===== config.mk =====
export PLATFORM = sky130hd
export DESIGN_NAME = url_percent_decoder
export DESIGN_NICKNAME = d
export VERILOG_FILES = /design/src/hdl/url_pct_pkg.sv /design/src/hdl/url_pct_front.sv /design/src/hdl/url_pct_queue.sv /design/src/hdl/url_pct_back.sv /design/src/hdl/url_percent_decoder.sv
export SDC_FILE = /design/constraint.sdc
export NUM_CORES = 1
export LEC_CHECK = 0
export ABC_AREA = 1
export BUFFER_PORTS_ARGS = -buffer_cell sky130_fd_sc_hd__buf_2
export CAP_MARGIN = 10
export CORE_ASPECT_RATIO = 0.8
export CORE_MARGIN = 5
export CORE_UTILIZATION = 25
export DETAILED_ROUTE_END_ITERATION = 10
export HOLD_SLACK_MARGIN = 0.15
export SLEW_MARGIN = 30
export SYNTH_ARGS = -nofsm -noshare
export SYNTH_HDL_FRONTEND = slang
export SYNTH_SLANG_ARGS = --single-unit

===== constraint.sdc =====
create_clock -name clock -period 2.2 [get_ports clock]
set_input_delay 0.44 -clock clock [delete_from_list [all_inputs] [get_ports clock]]
set_output_delay 0.44 -clock clock [all_outputs]
set_load 0.02 [all_outputs]

===== src/hdl/url_pct_pkg.sv =====
// Shared types and constants for the URL percent decoder.
// No dependencies; used by the front, queue, back and top-level modules and the testbench.
`timescale 1ns / 1ps

package url_pct_pkg;

   // queue between front and back
   localparam int QUEUE_DEPTH = 4;
   localparam int QUEUE_AW    = $clog2(QUEUE_DEPTH);

   // characters of interest
   localparam logic [7:0] CHAR_PERCENT = 8'h25;
   localparam logic [7:0] CHAR_PLUS    = 8'h2B;
   localparam logic [7:0] CHAR_SPACE   = 8'h20;

   // 'a'..'f' / 'A'..'F': low nibble 1..6 plus this gives 10..15
   localparam logic [3:0] HEX_LETTER_OFFSET = 4'd9;

   // byte class worked out by the front
   typedef enum logic [1:0] {
      CLS_PLAIN,
      CLS_PERCENT,
      CLS_HEX
   } class_type;

   // escape sequence progress
   typedef enum logic [1:0] {
      PH_OUTSIDE,
      PH_FIRST,
      PH_SECOND
   } phase_type;

   // classified item as held in the queue
   typedef struct packed {
      logic [7:0] data;     // byte to pass through, '+' already mapped to space
      logic [3:0] nibble;   // hex value when cls is CLS_HEX
      class_type  cls;
      logic       eos;
   } item_type;

endpackage


===== src/hdl/url_pct_front.sv =====
// Front end: accepts raw bytes and classifies them for the decoder.
// Depends on url_pct_pkg.
`timescale 1ns / 1ps

module url_pct_front (
   input  logic                  req_valid,
   output logic                  req_stall,
   input  logic [7:0]            req_in_byte,
   input  logic                  req_end_of_string,
   input  logic                  queue_full,
   output logic                  push,
   output url_pct_pkg::item_type push_item
);

   // stall only on a full queue
   assign req_stall = queue_full;
   assign push      = req_valid && !queue_full;

   // classify the byte
   always_comb begin
      push_item.data   = req_in_byte;
      push_item.nibble = req_in_byte[3:0];
      push_item.cls    = url_pct_pkg::CLS_PLAIN;
      push_item.eos    = req_end_of_string;

      if (req_in_byte == url_pct_pkg::CHAR_PLUS) begin
         push_item.data = url_pct_pkg::CHAR_SPACE;
      end

      if (req_in_byte == url_pct_pkg::CHAR_PERCENT) begin
         push_item.cls = url_pct_pkg::CLS_PERCENT;
      end else if (req_in_byte inside {[8'h30:8'h39]}) begin
         push_item.cls = url_pct_pkg::CLS_HEX;
      end else if (req_in_byte inside {[8'h41:8'h46], [8'h61:8'h66]}) begin
         push_item.cls    = url_pct_pkg::CLS_HEX;
         push_item.nibble = req_in_byte[3:0] + url_pct_pkg::HEX_LETTER_OFFSET;
      end
   end

endmodule


===== src/hdl/url_pct_queue.sv =====
// Short FIFO of classified items between front and back.
// Depends on url_pct_pkg.
`timescale 1ns / 1ps

module url_pct_queue (
   input  logic                  clock,
   input  logic                  reset,
   input  logic                  push,
   input  url_pct_pkg::item_type push_item,
   output logic                  full,
   input  logic                  pop,
   output url_pct_pkg::item_type pop_item,
   output logic                  empty
);

   url_pct_pkg::item_type               entries_ff [url_pct_pkg::QUEUE_DEPTH];
   logic [url_pct_pkg::QUEUE_AW-1:0]    wr_ptr_ff, wr_ptr_in;
   logic [url_pct_pkg::QUEUE_AW-1:0]    rd_ptr_ff, rd_ptr_in;
   logic [url_pct_pkg::QUEUE_AW:0]      count_ff, count_in;

   assign full     = (count_ff == (url_pct_pkg::QUEUE_AW+1)'(url_pct_pkg::QUEUE_DEPTH));
   assign empty    = (count_ff == '0);
   assign pop_item = entries_ff[rd_ptr_ff];

   // pointer and fill count
   always_comb begin
      wr_ptr_in = wr_ptr_ff;
      rd_ptr_in = rd_ptr_ff;
      count_in  = count_ff;
      if (push) begin
         wr_ptr_in = wr_ptr_ff + 1'b1;
      end
      if (pop) begin
         rd_ptr_in = rd_ptr_ff + 1'b1;
      end
      if (push && !pop) begin
         count_in = count_ff + 1'b1;
      end else if (pop && !push) begin
         count_in = count_ff - 1'b1;
      end
   end

   always_ff @(posedge clock) begin
      if (reset) begin
         wr_ptr_ff <= '0;
         rd_ptr_ff <= '0;
         count_ff  <= '0;
      end else begin
         wr_ptr_ff <= wr_ptr_in;
         rd_ptr_ff <= rd_ptr_in;
         count_ff  <= count_in;
      end
   end

   // storage, no reset needed
   always_ff @(posedge clock) begin
      if (push) begin
         entries_ff[wr_ptr_ff] <= push_item;
      end
   end

endmodule


===== src/hdl/url_pct_back.sv =====
// Back end: escape state machine and registered result stage.
// Depends on url_pct_pkg.
`timescale 1ns / 1ps

module url_pct_back (
   input  logic                  clock,
   input  logic                  reset,
   input  logic                  queue_empty,
   input  url_pct_pkg::item_type item,
   output logic                  pop,
   output logic                  rsp_valid,
   input  logic                  rsp_stall,
   output logic [7:0]            rsp_out_byte,
   output logic                  rsp_byte_valid,
   output logic                  rsp_is_last,
   output logic                  rsp_decode_error
);

   url_pct_pkg::phase_type phase_ff, phase_in;
   logic [3:0]             high_ff, high_in;
   logic                   err_ff, err_in;

   logic                   rsp_valid_ff, rsp_valid_in;
   logic [7:0]             byte_ff, byte_in;
   logic                   bvalid_ff, bvalid_in;
   logic                   last_ff, last_in;
   logic                   derr_ff, derr_in;

   logic                   emit;

   // take an item when the result register is free or being drained
   assign pop = !queue_empty && (!rsp_valid_ff || !rsp_stall);

   // next state and result
   always_comb begin
      phase_in  = phase_ff;
      high_in   = high_ff;
      err_in    = err_ff;
      emit      = 1'b0;
      byte_in   = '0;
      bvalid_in = 1'b0;
      last_in   = 1'b0;
      derr_in   = 1'b0;

      if (pop) begin
         if (err_ff) begin
            // dropping until end of string
            if (item.eos) begin
               emit    = 1'b1;
               last_in = 1'b1;
               derr_in = 1'b1;
            end
         end else begin
            case (phase_ff)
               url_pct_pkg::PH_FIRST: begin
                  if (item.cls == url_pct_pkg::CLS_HEX) begin
                     high_in  = item.nibble;
                     phase_in = url_pct_pkg::PH_SECOND;
                  end else begin
                     err_in   = 1'b1;
                     phase_in = url_pct_pkg::PH_OUTSIDE;
                  end
                  if (item.eos) begin
                     emit    = 1'b1;
                     last_in = 1'b1;
                     derr_in = 1'b1;
                  end
               end
               url_pct_pkg::PH_SECOND: begin
                  phase_in = url_pct_pkg::PH_OUTSIDE;
                  if (item.cls == url_pct_pkg::CLS_HEX) begin
                     emit      = 1'b1;
                     byte_in   = {high_ff, item.nibble};
                     bvalid_in = 1'b1;
                     last_in   = item.eos;
                  end else begin
                     err_in = 1'b1;
                     if (item.eos) begin
                        emit    = 1'b1;
                        last_in = 1'b1;
                        derr_in = 1'b1;
                     end
                  end
               end
               default: begin
                  // outside an escape
                  phase_in = url_pct_pkg::PH_OUTSIDE;
                  if (item.cls == url_pct_pkg::CLS_PERCENT) begin
                     phase_in = url_pct_pkg::PH_FIRST;
                     if (item.eos) begin
                        emit    = 1'b1;
                        last_in = 1'b1;
                        derr_in = 1'b1;
                     end
                  end else begin
                     emit      = 1'b1;
                     byte_in   = item.data;
                     bvalid_in = 1'b1;
                     last_in   = item.eos;
                  end
               end
            endcase
         end

         // closing result starts a fresh string
         if (emit && last_in) begin
            phase_in = url_pct_pkg::PH_OUTSIDE;
            high_in  = '0;
            err_in   = 1'b0;
         end
      end

      // result register valid
      if (pop) begin
         rsp_valid_in = emit;
      end else if (rsp_valid_ff && !rsp_stall) begin
         rsp_valid_in = 1'b0;
      end else begin
         rsp_valid_in = rsp_valid_ff;
      end
   end

   // control state
   always_ff @(posedge clock) begin
      if (reset) begin
         phase_ff     <= url_pct_pkg::PH_OUTSIDE;
         high_ff      <= '0;
         err_ff       <= 1'b0;
         rsp_valid_ff <= 1'b0;
      end else begin
         phase_ff     <= phase_in;
         high_ff      <= high_in;
         err_ff       <= err_in;
         rsp_valid_ff <= rsp_valid_in;
      end
   end

   // result payload, loaded with each emitted item
   always_ff @(posedge clock) begin
      if (pop && emit) begin
         byte_ff   <= byte_in;
         bvalid_ff <= bvalid_in;
         last_ff   <= last_in;
         derr_ff   <= derr_in;
      end
   end

   assign rsp_valid        = rsp_valid_ff;
   assign rsp_out_byte     = byte_ff;
   assign rsp_byte_valid   = bvalid_ff;
   assign rsp_is_last      = last_ff;
   assign rsp_decode_error = derr_ff;

endmodule


===== src/hdl/url_percent_decoder.sv =====
// URL percent decoder top level: front classifier, item queue, back decoder.
// Depends on url_pct_pkg, url_pct_front, url_pct_queue, url_pct_back.
`timescale 1ns / 1ps

// Streaming URL / form decoder taking one raw byte per cycle. Plain bytes pass
// through ('+' becomes a space), "%hh" yields the encoded byte, and a bad or
// truncated escape gives a single closing item with decode_error set (bytes in
// between are dropped). Every end-of-string byte gives exactly one item with
// is_last set; error items carry byte_valid 0 and out_byte 0. A new byte is
// taken every cycle while the four-entry queue between classifier and decoder
// has room; each accepted byte is written into the queue and then decoded into
// the output register, from which its result shows on rsp_valid. With the result
// side stalled, one result waits in the output register and four bytes in the
// queue before req_stall is raised.
module url_percent_decoder (
   input  logic       clock,
   input  logic       reset,
   input  logic       req_valid,
   output logic       req_stall,
   input  logic [7:0] req_in_byte,
   input  logic       req_end_of_string,
   output logic       rsp_valid,
   input  logic       rsp_stall,
   output logic [7:0] rsp_out_byte,
   output logic       rsp_byte_valid,
   output logic       rsp_is_last,
   output logic       rsp_decode_error
);

   logic                  push;
   logic                  pop;
   logic                  queue_full;
   logic                  queue_empty;
   url_pct_pkg::item_type push_item;
   url_pct_pkg::item_type pop_item;

   url_pct_front u_front (
      .req_valid         (req_valid),
      .req_stall         (req_stall),
      .req_in_byte       (req_in_byte),
      .req_end_of_string (req_end_of_string),
      .queue_full        (queue_full),
      .push              (push),
      .push_item         (push_item)
   );

   url_pct_queue u_queue (
      .clock     (clock),
      .reset     (reset),
      .push      (push),
      .push_item (push_item),
      .full      (queue_full),
      .pop       (pop),
      .pop_item  (pop_item),
      .empty     (queue_empty)
   );

   url_pct_back u_back (
      .clock            (clock),
      .reset            (reset),
      .queue_empty      (queue_empty),
      .item             (pop_item),
      .pop              (pop),
      .rsp_valid        (rsp_valid),
      .rsp_stall        (rsp_stall),
      .rsp_out_byte     (rsp_out_byte),
      .rsp_byte_valid   (rsp_byte_valid),
      .rsp_is_last      (rsp_is_last),
      .rsp_decode_error (rsp_decode_error)
   );

endmodule


# Word level (Yosys, flattened, before mapping)
# Memories as Yosys holds them, arrays and structs flattened. A register that Yosys moved wholly into a read port is not among the register bits.
# Index checks and enable logic that the tools add are counted.
[op_classes]
reduce_logical = 27
bitwise = 1
n_addsub = 5
muxes = 49
n_lt_le_gt_ge = 6
eq_ne = 8
[op_table]
columns = ["cell", "count"]
rows = [
  ["1-bit two-way mux", 24],
  ["4-bit two-way mux", 6],
  ["8-bit two-way mux", 3],
  ["8-bit by 6-bit == test with 1-bit output, second input constant", 2],
  ["8-bit by 7-bit greater-or-equal comparator with 1-bit output, second input constant", 2],
  ["8-bit by 7-bit <= comparator with 1-bit output, second input constant", 2],
  ["8-bit case mux with 2 select lines", 1],
  ["2-bit two-way mux", 7],
  ["1-bit logical AND", 10],
  ["2-bit nonzero test", 5],
  ["8-bit by 6-bit greater-or-equal comparator with 1-bit output, second input constant", 1],
  ["8-bit by 6-bit <= comparator with 1-bit output, second input constant", 1],
  ["1-bit case mux with 2 select lines", 4],
  ["1-bit logical NOT", 6],
  ["3-bit two-way mux", 2],
  ["6-bit two-way mux", 1],
  ["2-bit by 1-bit adder with 2-bit output, second input constant", 2],
  ["4-bit adder, second input constant", 1],
  ["2-bit by 1-bit == test with 1-bit output, second input constant", 2],
  ["2-bit == test, second input constant", 2],
  ["2-bit case mux with 2 select lines", 1],
  ["4-bit AND reduction", 1],
  ["2-bit OR reduction", 2],
  ["3-bit by 1-bit adder with 3-bit output, second input constant", 1],
  ["7 further kinds", 7],
]
[word_totals]
n_memories = 1
out_inout_bits = 13
inputBits = 13
ram_bits = 60
ff_bits = 26
[mem_list]
columns = ["memory", "words", "word_bits", "rd", "rd_clocked_by_memory_dff", "wr", "line_no", "source"]
rows = [
  ["u_queue.entries_ff", 4, 15, 1, 1, 1, "url_pct_queue.sv:16", "url_pct_pkg::item_type entries_ff [url_pct_pkg::QUEUE_DEPTH];"],
]

# Longest topological paths before layout
# Gate-level depths: netlist of the first run.
[logic_depth]
word_depth = 8
depth_mapped = 13
depth_no_buf = 12

# By module
# A second synthesis of the first run with hierarchy kept.
[unflattened]
cells_unflattened = 387
area_unflattened_um2 = 4159.0
[modules_own_cells]
columns = ["mod", "n_inst", "cells_each", "area_per_inst_um2", "seq_area_each_um2"]
rows = [
  ["url_pct_queue", 1, 203, 2791.4, 1981.9],
  ["url_pct_back", 1, 122, 1008.5, 490.5],
  ["url_pct_front", 1, 62, 359.1, 0.0],
]

# Worst setup path after synthesis of the first run
# No wires, ideal clock.
[synth_timing]
path_kind = "register to register"
startpoint = "register u_queue.count_ff[0] in the netlist's numbering"
endpoint = "register u_queue.count_ff[1] in the netlist's numbering"
required_time_ns = 2.080
arrival_time_ns = 1.972
stages_incl_launch_ff = 8
n_path_buf = 0
synth_period_minus_slack_ns = 2.093
slack_ns = 0.107
setup_ns = 0.120
path_cell_list = "dfxtp_1 > nor3_1 > nor2_1 > ha_1 > inv_1 > fa_1 > o21ai_0 > a21oi_1"
[synth_between]
word_cells_on_any_way = 15
[synth_rtl]
columns = ["item", "line_no", "source"]
rows = [
  ["start: declaration", "url_pct_queue.sv:19", "logic [url_pct_pkg::QUEUE_AW:0] count_ff, count_in;"],
  ["start signal: assignment", "url_pct_queue.sv:51", "count_ff <= count_in;"],
  ["3-bit == test", "url_pct_queue.sv:21", "assign full = (count_ff == (url_pct_pkg::QUEUE_AW+1)'(url_pct_pkg::QUEUE_DEPTH));"],
  ["via req_stall", "url_percent_decoder.sv:19", "output logic req_stall,"],
  ["1-bit logical NOT", "url_pct_front.sv:17", "assign push = req_valid && !queue_full;"],
  ["1-bit logical AND", "url_pct_front.sv:17", ""],
  ["via push", "url_percent_decoder.sv:30", "logic push;"],
  ["1-bit logical AND", "url_pct_queue.sv:36", "if (push && !pop) begin"],
  ["3-bit two-way mux", "url_pct_queue.sv:36", ""],
  ["via u_queue.count_in (one bit)", "url_pct_queue.sv:19", ""],
]
# The timed path passes the listed nets, and every way through them passes these cells. The select of a mux whose other input is x is not followed.
# A chain may end at the register's enable or synchronous reset.

# Worst setup path after layout of the first run
[layout_timing]
startpoint = "register u_queue.count_ff[0] in the netlist's numbering"
endpoint = "register u_queue.count_ff[2] in the netlist's numbering"
[layout_between]
elab_chain_cells = 6
word_cells_on_any_way = 15
[layout_rtl]
columns = ["item"]
rows = [
  ["parallel branches: the longest is 6 deep, another holds 3-bit by 1-bit subtractor with 3-bit output"],
]
# Several ways; the timed one is not identified. The select of a mux whose other input is x is not followed.

==> results.py, run 1 <==
metrics = {
    "synthesis": {
        "synth_area_leaders": "edfxtp_1 55%, dfxtp_1 8.7%, nor2_1 4.5%",
        "yosysWarnings": 0,
        "yosysTopAreaCell": "edfxtp_1",
        "synth_top_area_share_pct": 54.6,
        "ys_ff_latch": 88,
        "avgSynthCellArea_um2": 10.7,
        "synth_ff_type": "edfxtp_1",
        "async_flop_share_pct": 0,
        "synth_cell_types": 36,
        "synth_edf_count": 71,
        "syn_area_um2": 3910,
        "synth-seq-area-share_pct": 63.3,
        "synthCells": 364,
        "synth_nets": 389,
    },
    "cells_and_area": {
        "multi_input_area_um2": 1210,
        "fin_nets": 425,
        "layout_common_cells": "71 x edfxtp_1, 47 x nor2_1, 43 x nand2_1, 35 x inv_1, 31 x o21ai_0",
        "syn2layout_area_growth_pct": 18.3,
        "mostFrequentLayoutCell": "edfxtp_1",
        "num_antenna_cells": 0,
        "regArea_um2": 2470,
        "fill_cells": 1588,
        "drive_gt1_share_pct": 19.5,
        "post-route-util_pct": 30.5,
    },
    "sta": {
        "maxSlewViolCount": 0,
        "finalHoldViolCount": 0,
        "layout_worst_path_cycle_share_pct": 88.6,
        "relSlewSlack_pct": 66.7,
        "rsz0062_at_grt": "false",
        "whs_ps": 327,
        "max_freq_mhz": 513,
        "worst_slack_ps": 251,
        "tightest_slew_ps": 495,
        "fin_crit_ps": 1950,
        "fin_skew_ps": 6.70,
        "finalSetupViolCount": 0,
        "setup_tns_ps": 0,
    },
    "routing": {
        "wire_per_inst_um": 13.3,
        "first_pass_iters": 4,
        "drt_iter0_markers": 157,
        "route.detailed.drc": 0,
        "met1Wirelength_um": 4150,
        "route.met3.wl_um": 506,
        "drtAntennaViolNets": 0,
        "wl_um": 8190,
        "top_layer": "met4",
        "wl_met2_um": 3420,
        "via_per_inst": 4.28,
        "routed-via-count": 2633,
    },
    "clock_tree": {
        "clk_path_buf_depth": 2,
        "htree_levels": 3,
        "clock-sinks": 88,
        "clk_pin_slew_worst_paths_ps": 70,
        "clock_latency_ps": 330,
        "cts_tree": "done",
        "hold_buffers": 0,
        "cts_setup_buffers": 0,
        "cts_buffers": 9,
        "cts_root_buf": "clkbuf_16",
    },
    "worst_setup_path": {
        "critPathRequiredTime_ps": 2470,
        "cp_max_fo": 5,
        "arrival_ps": 2220,
        "r2r_slack_ps": 250,
        "worstSetupPathType": "reg -> reg",
        "r2r-start": "u_queue.count_ff[0]$_SDFFE_PP0P_",
        "critPathCaptureType": "register",
        "r2r-end": "u_queue.count_ff[2]$_SDFFE_PP0P_",
        "start_kind": "register",
        "reg2regPathDepth": 9,
    },
    "global_routing": {
        "grt-ovfl-total": 0,
        "antenna_found_initial": 0,
        "grt_max_degree": 18,
        "grt_usage_pct": 9.40,
        "grt_pass1_wl_um": 13200,
        "grt_pass1_vias": 2592,
    },
    "placement": {
        "place_congestion": 0.804,
        "place.port_buffers": 25,
        "dpl.hpwl_um": 5860,
        "post-place-ws_ps": 121,
    },
    "power_and_ir_drop": {
        "p_switching_mw": 2.44,
        "intPower_mw": 3.78,
        "pwr-share-seq_pct": 38.2,
        "switching_share_pct": 39.2,
        "vdd_drop_max_v": 0.000421,
        "cellPowerDensity_nw_per_um2": 1340,
        "power.share.clock_pct": 23.2,
        "combPwrFrac_pct": 38.7,
        "leakage_nw": 1.77,
    },
    "outcome": {
        "status": "finished, final reports clean",
    },
    "die": {
        "rows": 40,
        "io_pins": 26,
        "core_area_um2": 15200,
        "die_area_um2": 18200,
        "die_h_um": 122,
        "die_w_um": 150,
        "start_util_pct": 25.8,
    },
    "worst_hold_path": {
        "hold_depth": 1,
        "min-delay-start": "req_end_of_string",
        "hold_path.class": "in -> reg",
        "min_to": "u_queue.entries_ff[3][0]$_DFFE_PP_",
    },
    "flow_run": {
        "drv_cap": 0,
    },
}
-- per-stage QoR --
stage	area (µm²)	cells	total power, mW
3_5_place_dp	4340	599	4.81
5_1_grt	4620	615	6.65
3_3_place_gp	4340	599	4.74
2_1_floorplan	3910	364	4.08
4_1_cts	4620	615	6.25
6_report	4620	615	6.21
-- area by class of cell --
type,count,area share (%)
clock buffer,9,4.87
clock inverter,7,1.30
inverter,42,3.41
multi-input combinational,219,26.1
sequential,88,53.5
tap,210,5.68
timing repair buffer,40,5.14
-- power groups by stage --
| stage | clock network, mW | logic (mW) | registers (mW) |
|---|---|---|---|
| 2_1_floorplan | 0 | 1.55 | 2.53 |
| 3_3_place_gp | 0 | 2.34 | 2.40 |
| 3_5_place_dp | 0 | 2.40 | 2.41 |
| 4_1_cts | 1.47 | 2.41 | 2.38 |
| 5_1_grt | 1.54 | 2.70 | 2.41 |
| 6_report | 1.44 | 2.40 | 2.37 |
-- cells by family (layout without fill, tap and decap cells) --
logic type	count (synthesis)	in the layout	synth area share, %
simple gates	126	126	14.7
buf+inv	57	98	5.83
xor+xnor	3	3	0.673
compound gates	78	78	11.5
fa+ha+maj	12	12	4.03
flops	88	88	63.3
-- critical path: stages, from the launching register on --
cell	delay, ps
dfxtp_1	360
o31ai_2	410
ha_1	220
inv_1	70
fa_1	400
nor2_1	120
nor2_1	50
nand2_1	70
o21ai_0	70
a21oi_1	120
-- layer usage --
| layer | GRT usage [%] | vias to the layer above |
|---|---|---|
| li1 | - | 1328 |
| met1 | 13.6 | 1234 |
| met2 | 13.8 | 64 |
| met3 | 2.08 | 7 |
| met4 | 3.43 | 0 |
| met5 | 0 | - |
-- synth_stat cells, types with 3 or more instances --
| master | count |
|---|---|
| xor2_1 | 3 |
| nand3_2 | 6 |
| o21ai_0 | 31 |
| a21oi_1 | 26 |
| nand2_1 | 43 |
| inv_2 | 5 |
| clkbuf_1 | 11 |
| nand4_1 | 3 |
| nor2_1 | 47 |
| dfxtp_1 | 17 |
| o22ai_1 | 11 |
| edfxtp_1 | 71 |
| nand3_1 | 12 |
| ha_1 | 11 |
| inv_1 | 36 |
| nand2_2 | 5 |
-- state kept, by name, indices dropped and copies added (netlist names), named ones only --
name,cells
u_back.rsp_valid,1
u_back.err_ff,1
u_queue.entries_ff,60
u_back.rsp_byte_valid,1
u_back.rsp_decode_error,1
u_queue.rd_ptr_ff,2
u_queue.count_ff,3
u_back.high_ff,4
u_back.rsp_is_last,1
u_queue.wr_ptr_ff,2
u_back.rsp_out_byte,8
u_back.phase_ff,2
-- worst max path at each step --
stage                                           from                              endpoint  slack (ps)  cells past startpoint
detailed placement                         rsp_stall  u_back.rsp_out_byte[5]$_SDFFCE_PP0P_         120                      8
CTS                                         register  u_back.rsp_out_byte[3]$_SDFFCE_PP0P_         210                      8
global placement                           rsp_stall  u_back.rsp_out_byte[5]$_SDFFCE_PP0P_         190                      8
floorplan           u_queue.count_ff[0]$_SDFFE_PP0P_      u_queue.count_ff[1]$_SDFFE_PP0P_         110                      7
global route        u_queue.count_ff[0]$_SDFFE_PP0P_      u_queue.count_ff[2]$_SDFFE_PP0P_          60                     10
finish              u_queue.count_ff[0]$_SDFFE_PP0P_      u_queue.count_ff[2]$_SDFFE_PP0P_         250                      9
-- repair_timing --
| item | CTS | global route |
|---|---|---|
| endpoints found under the setup margin | 0 | 11 |
| endpoints found under the hold margin | 0 | 0 |
| resized for setup | 0 | 1 |
No activity file was read; power rests on OpenSTA's default activity.
==> run 2: changes to the inputs <==
--- a/config.mk
+++ b/config.mk
@@ -6,10 +6,11 @@
 export NUM_CORES = 1
 export LEC_CHECK = 0
 export ABC_AREA = 1
+export ABC_CLOCK_PERIOD_IN_PS = 2200
 export BUFFER_PORTS_ARGS = -buffer_cell sky130_fd_sc_hd__buf_2
 export CAP_MARGIN = 10
 export CORE_ASPECT_RATIO = 0.8
-export CORE_MARGIN = 5
+export CORE_MARGIN = 4
 export CORE_UTILIZATION = 25
 export DETAILED_ROUTE_END_ITERATION = 10
 export HOLD_SLACK_MARGIN = 0.15
==> run 2 against run 1 <==
Effect of this change: die area decreased by 3.0%; combinational power about the same; power increased by 0.64%; critical path depth increased by 1; worst setup slack got worse by 13 ps; final area increased by 0.24%.
==> results.py, run 2 (synthesis results as in run 1) <==
metrics = {
    "outcome": {
        "status": "finished, final reports clean",
    },
    "routing": {
        "first_pass_iters": 4,
        "drt_iter0_markers": 236,
        "route.detailed.drc": 0,
        "drtAntennaViolNets": 0,
        "wl_um": 8370,
        "routed-via-count": 2677,
        "via_per_inst": 4.35,
        "wire_per_inst_um": 13.6,
    },
    "global_routing": {
        "antenna_found_initial": 0,
        "grt_pass1_vias": 2506,
        "grt-ovfl-total": 0,
        "grt_usage_pct": 9.76,
        "grt_max_degree": 21,
        "grt_pass1_wl_um": 13300,
    },
    "power_and_ir_drop": {
        "combPwrFrac_pct": 38.5,
        "cellPowerDensity_nw_per_um2": 1350,
        "pwr-share-seq_pct": 37.9,
        "leakage_nw": 1.78,
        "power.share.clock_pct": 23.6,
        "intPower_mw": 3.88,
        "vdd_drop_max_v": 0.000396,
        "switching_share_pct": 38.0,
        "power_mw": 6.25,
        "p_switching_mw": 2.38,
    },
    "cells_and_area": {
        "layout_common_cells": "71 x edfxtp_1, 47 x nor2_1, 43 x nand2_1, 36 x inv_1, 31 x o21ai_0",
        "fin_nets": 426,
        "regMostFlops": "u_queue.entries_ff",
        "num_antenna_cells": 0,
        "mostFrequentLayoutCell": "edfxtp_1",
        "syn2layout_area_growth_pct": 18.6,
        "largest_register_ffs": 60,
        "drive_gt1_share_pct": 18.7,
    },
    "clock_tree": {
        "cts_buffers": 9,
        "clk_pin_slew_worst_paths_ps": 60,
        "clock_latency_ps": 340,
        "cts_setup_buffers": 0,
        "hold_buffers": 0,
        "clock-sinks": 88,
        "cts_tree": "done",
        "clk_path_buf_depth": 2,
        "htree_levels": 3,
        "post_cts_resized": 0,
        "cts_root_buf": "clkbuf_16",
    },
    "placement": {
        "place.port_buffers": 25,
        "dpl.hpwl_um": 5880,
        "place_congestion": 0.866,
    },
    "worst_setup_path": {
        "cpMostUsedCell": "nor2_1",
        "cp_top_family": "simple AND/OR/NAND/NOR gates",
        "cp_max_fo": 4,
        "start_kind": "register",
        "r2r-start": "u_queue.count_ff[0]$_SDFFE_PP0P_",
        "r2r_slack_ps": 240,
        "worst_path_max_delay_cell": "dfxtp_1",
        "critPathCaptureType": "register",
        "slowest_delay_ps": 430,
        "arrival_ps": 2240,
        "path_cells": "nor3_1, nor2_1, ha_1, inv_1, fa_1, nor2_1, nor2_1, nand2_1, o21ai_0, a21oi_1",
        "worstSetupPathType": "reg -> reg",
        "r2r-end": "u_queue.count_ff[2]$_SDFFE_PP0P_",
        "critPathRequiredTime_ps": 2480,
        "reg2regPathDepth": 10,
        "crit_buf_inv": 1,
    },
    "die": {
        "start_util_pct": 25.8,
        "core_area_um2": 15200,
        "die_w_um": 148,
        "rows": 40,
        "die_area_um2": 17700,
        "io_pins": 26,
        "die_h_um": 120,
    },
    "sta": {
        "maxSlewViolCount": 0,
        "fin_crit_ps": 1960,
        "rsz0062_at_grt": "false",
        "finalSetupViolCount": 0,
        "setup_tns_ps": 0,
        "max_freq_mhz": 510,
        "tightest_slew_ps": 474,
        "finalHoldViolCount": 0,
        "layout_worst_path_cycle_share_pct": 89.2,
        "fin_skew_ps": 6.52,
        "relSlewSlack_pct": 68.3,
    },
    "worst_hold_path": {
        "hold_path.class": "in -> reg",
        "min_to": "u_queue.entries_ff[0][0]$_DFFE_PP_",
        "min-delay-start": "req_end_of_string",
        "hold_depth": 1,
    },
    "flow_run": {
        "drv_cap": 0,
    },
}
[run 2: changes by cell type in the layout (fill, tap and decap cells not counted), sizes merged]
cell	previous run	this run
buf	40	41
clkbuf	9	11
bufinv	0	1
inv	46	42
clkinvlp	1	0
clkinv	2	4
[run 2: metal layers]
layer / wire length (µm) / GRT usage [%] / vias to the layer above
met2: 3530 / 13.5 / 71
li1: - / - / 1331
met3: 481 / 3.47 / 7
met5: 0 / 0 / -
met1: 4250 / 14.4 / 1268
met4: 106 / 2.62 / 0
[run 2: worst max path at each step]
stage                                      from  cells after the start  slack, ps                                    to
3_3_place_gp                          rsp_stall                      8        170  u_back.rsp_out_byte[6]$_SDFFCE_PP0P_
6_report       u_queue.count_ff[0]$_SDFFE_PP0P_                     10        240      u_queue.count_ff[2]$_SDFFE_PP0P_
4_1_cts        u_queue.count_ff[0]$_SDFFE_PP0P_                     10        210      u_queue.count_ff[2]$_SDFFE_PP0P_
2_1_floorplan  u_queue.count_ff[0]$_SDFFE_PP0P_                      7        110      u_queue.count_ff[1]$_SDFFE_PP0P_
3_5_place_dp                          rsp_stall                      8         50  u_back.rsp_out_byte[7]$_SDFFCE_PP0P_
5_1_grt        u_queue.count_ff[0]$_SDFFE_PP0P_                      9          8      u_queue.count_ff[2]$_SDFFE_PP0P_
[run 2: power groups by stage]
stage / clock network [mW] / logic, mW / registers, mW
CTS: 1.51 / 2.42 / 2.37
global placement: 0 / 2.36 / 2.40
finish: 1.48 / 2.41 / 2.37
global route: 1.58 / 2.73 / 2.40
floorplan: 0 / 1.55 / 2.53
detailed placement: 0 / 2.41 / 2.40
[run 2: stage by stage]
stage | setup WS, ps | instance area, µm² | cells | util, % | hold WS (ps)
floorplan | 107 | 3910 | 364 | - | 436
global placement | 166 | 4350 | 600 | 28.7 | 456
detailed placement | 45.1 | 4350 | 600 | 28.7 | 468
CTS | 208 | 4630 | 616 | 30.6 | 312
global route | 7.89 | 4630 | 616 | 30.6 | 312
finish | 238 | 4630 | 616 | 30.6 | 323
[run 2: area by class of cell]
class	count	area, µm²
Inverter	42	158
Clock buffer	11	233
Multi-Input combinational cell	219	1210
Fill cell	1552	10500
Timing Repair Buffer	41	245
Tap cell	210	263
Sequential cell	88	2470
Clock inverter	5	56.3
[run 2: worst reg2reg max path, cell delays in order, from the launching register on]
cell and delay, ps:
dfxtp_1 430, nor3_1 130, nor2_1 250, ha_1 200, inv_1 70, fa_1 390
nor2_1 120, nor2_1 50, nand2_1 70, o21ai_0 70, a21oi_1 120
==> run 3: changes to the inputs <==
--- a/config.mk
+++ b/config.mk
@@ -14,7 +14,9 @@
 export CORE_UTILIZATION = 25
 export DETAILED_ROUTE_END_ITERATION = 10
 export HOLD_SLACK_MARGIN = 0.15
+export PLACE_DENSITY = 0.46
 export SLEW_MARGIN = 30
 export SYNTH_ARGS = -nofsm -noshare
 export SYNTH_HDL_FRONTEND = slang
 export SYNTH_SLANG_ARGS = --single-unit
+export TNS_END_PERCENT = 5
==> run 3 against run 2 <==
Effect of this change: critical path depth fell by 1; non-clock buffer count rose by 3; global-route usage rose by 0.35 points; largest power group unchanged.
==> results.py, run 3 (synthesis results as in run 1) <==
metrics = {
    "worst_hold_path": {
        "min_to": "u_queue.entries_ff[0][0]$_DFFE_PP_",
        "min-delay-start": "req_end_of_string",
        "hold_depth": 1,
        "hold_path.class": "in -> reg",
    },
    "clock_tree": {
        "hold_buffers": 0,
        "clk_pin_slew_worst_paths_ps": 60,
        "clk_path_buf_depth": 2,
        "cts_root_buf": "clkbuf_16",
        "cts_buffers": 9,
        "htree_levels": 3,
        "clock-sinks": 88,
        "clock_latency_ps": 340,
        "cts_tree": "done",
        "cts_setup_buffers": 0,
        "post_cts_resized": 0,
    },
    "cells_and_area": {
        "syn2layout_area_growth_pct": 19.5,
        "regMostFlops": "u_queue.entries_ff",
        "drive_gt1_share_pct": 19.8,
        "largest_register_ffs": 60,
        "layout_common_cells": "71 x edfxtp_1, 47 x nor2_1, 43 x nand2_1, 36 x inv_1, 31 x o21ai_0",
        "mostFrequentLayoutCell": "edfxtp_1",
        "fin_nets": 429,
        "num_antenna_cells": 0,
    },
    "routing": {
        "wire_per_inst_um": 13.8,
        "routed-via-count": 2609,
        "drt_iter0_markers": 168,
        "via_per_inst": 4.21,
        "drtAntennaViolNets": 0,
        "route.detailed.drc": 0,
        "wl_um": 8570,
        "first_pass_iters": 4,
    },
    "global_routing": {
        "busiest_layer": "met1",
        "use_met1_pct": 14.9,
        "grt_pass1_wl_um": 13700,
        "antenna_found_initial": 0,
        "gr-usage-met3_pct": 2.68,
        "gr-usage-met2_pct": 14.6,
        "grt_pass1_vias": 2502,
        "grt_usage_pct": 10.1,
        "grt-ovfl-total": 0,
        "grt_max_degree": 19,
    },
    "sta": {
        "fin_crit_ps": 1970,
        "setup_tns_ps": 0,
        "finalSetupViolCount": 0,
        "maxSlewViolCount": 0,
        "fin_skew_ps": 9.66,
        "rsz0062_at_grt": "false",
        "tightest_slew_ps": 465,
        "finalHoldViolCount": 0,
        "layout_worst_path_cycle_share_pct": 89.5,
        "relSlewSlack_pct": 68.9,
        "max_freq_mhz": 508,
    },
    "power_and_ir_drop": {
        "leakage_nw": 1.80,
        "power_mw": 6.34,
        "vdd_drop_max_v": 0.000536,
        "cellPowerDensity_nw_per_um2": 1360,
    },
    "die": {
        "core_area_um2": 15200,
        "io_pins": 26,
        "rows": 40,
        "start_util_pct": 25.8,
        "die_area_um2": 17700,
        "die_w_um": 148,
        "die_h_um": 120,
    },
    "worst_setup_path": {
        "worstSetupPathType": "reg -> reg",
        "cp-startpoint": "u_queue.count_ff[0]$_SDFFE_PP0P_",
        "critPathCaptureType": "register",
        "reg2regPathDepth": 9,
        "r2r-start": "u_queue.count_ff[0]$_SDFFE_PP0P_",
        "r2r_slack_ps": 230,
        "cpMostUsedCell": "nor2_1",
        "arrival_ps": 2240,
        "start_kind": "register",
        "critPathRequiredTime_ps": 2470,
        "r2r-end": "u_queue.count_ff[2]$_SDFFE_PP0P_",
        "slowest_delay_ps": 440,
        "path_cells": "o31ai_2, ha_1, inv_1, fa_1, nor2_1, nor2_1, nand2_1, o21ai_0, a21oi_1",
        "worst_path_max_delay_cell": "o31ai_2",
        "cp_max_fo": 5,
    },
    "outcome": {
        "status": "finished, final reports clean",
    },
    "flow_run": {
        "drv_cap": 0,
    },
    "placement": {
        "place.port_buffers": 25,
        "dpl.hpwl_um": 6040,
        "place_congestion": 0.763,
    },
}
## run 3: how the worst max path moves through the flow
stage / endpoint
floorplan: u_queue.count_ff[1]$_SDFFE_PP0P_
global placement: u_back.rsp_out_byte[6]$_SDFFCE_PP0P_
detailed placement: u_back.rsp_out_byte[0]$_SDFFCE_PP0P_
CTS: u_queue.count_ff[2]$_SDFFE_PP0P_
global route: u_back.rsp_out_byte[1]$_SDFFCE_PP0P_
finish: u_queue.count_ff[2]$_SDFFE_PP0P_
## run 3: critical path: cells and delay by family (launching register included)
kind                     cells  cell delay (ps)
buffers and inverters        1               70
adder cells (fa/ha/maj)      2              600
flip-flops                   1              360
AND/OR/NAND/NOR              3              240
AO/OA/AOI/OAI                3              630
## run 3: per-layer routing
layer,vias up,share of wire [%]
li1,1337,-
met4,0,1.3
met1,1222,53
met5,-,0
met2,41,41
met3,9,3.9
## run 3: report_power, final
part / internal (mW) / switching, mW / total [mW] / leakage (nW)
clock network: 0.889 / 0.639 / 1.53 / 0.144
registers: 2.23 / 0.134 / 2.37 / 0.803
logic: 0.790 / 1.66 / 2.45 / 0.853
total: 3.91 / 2.43 / 6.34 / 1.80
## run 3: layout make-up
type | instances | area, µm²
Inverter | 42 | 158
Fill cell | 1542 | 10500
Sequential cell | 88 | 2470
Timing Repair Buffer | 44 | 268
Clock inverter | 7 | 76.3
Multi-Input combinational cell | 219 | 1210
Clock buffer | 9 | 225
Tap cell | 210 | 263
## run 3: per-stage QoR
step                      util, %  worst slack, ps  std cells  hold WS (ps)  instance area (µm²)
after floorplan                 -              107        364           436                 3910
after global placement       28.8              189        603           460                 4370
after detailed placement     28.8             94.8        603           458                 4370
after CTS                    30.8              233        619           318                 4670
after global routing         30.8             76.9        619           313                 4670
final                        30.8              232        619           327                 4670
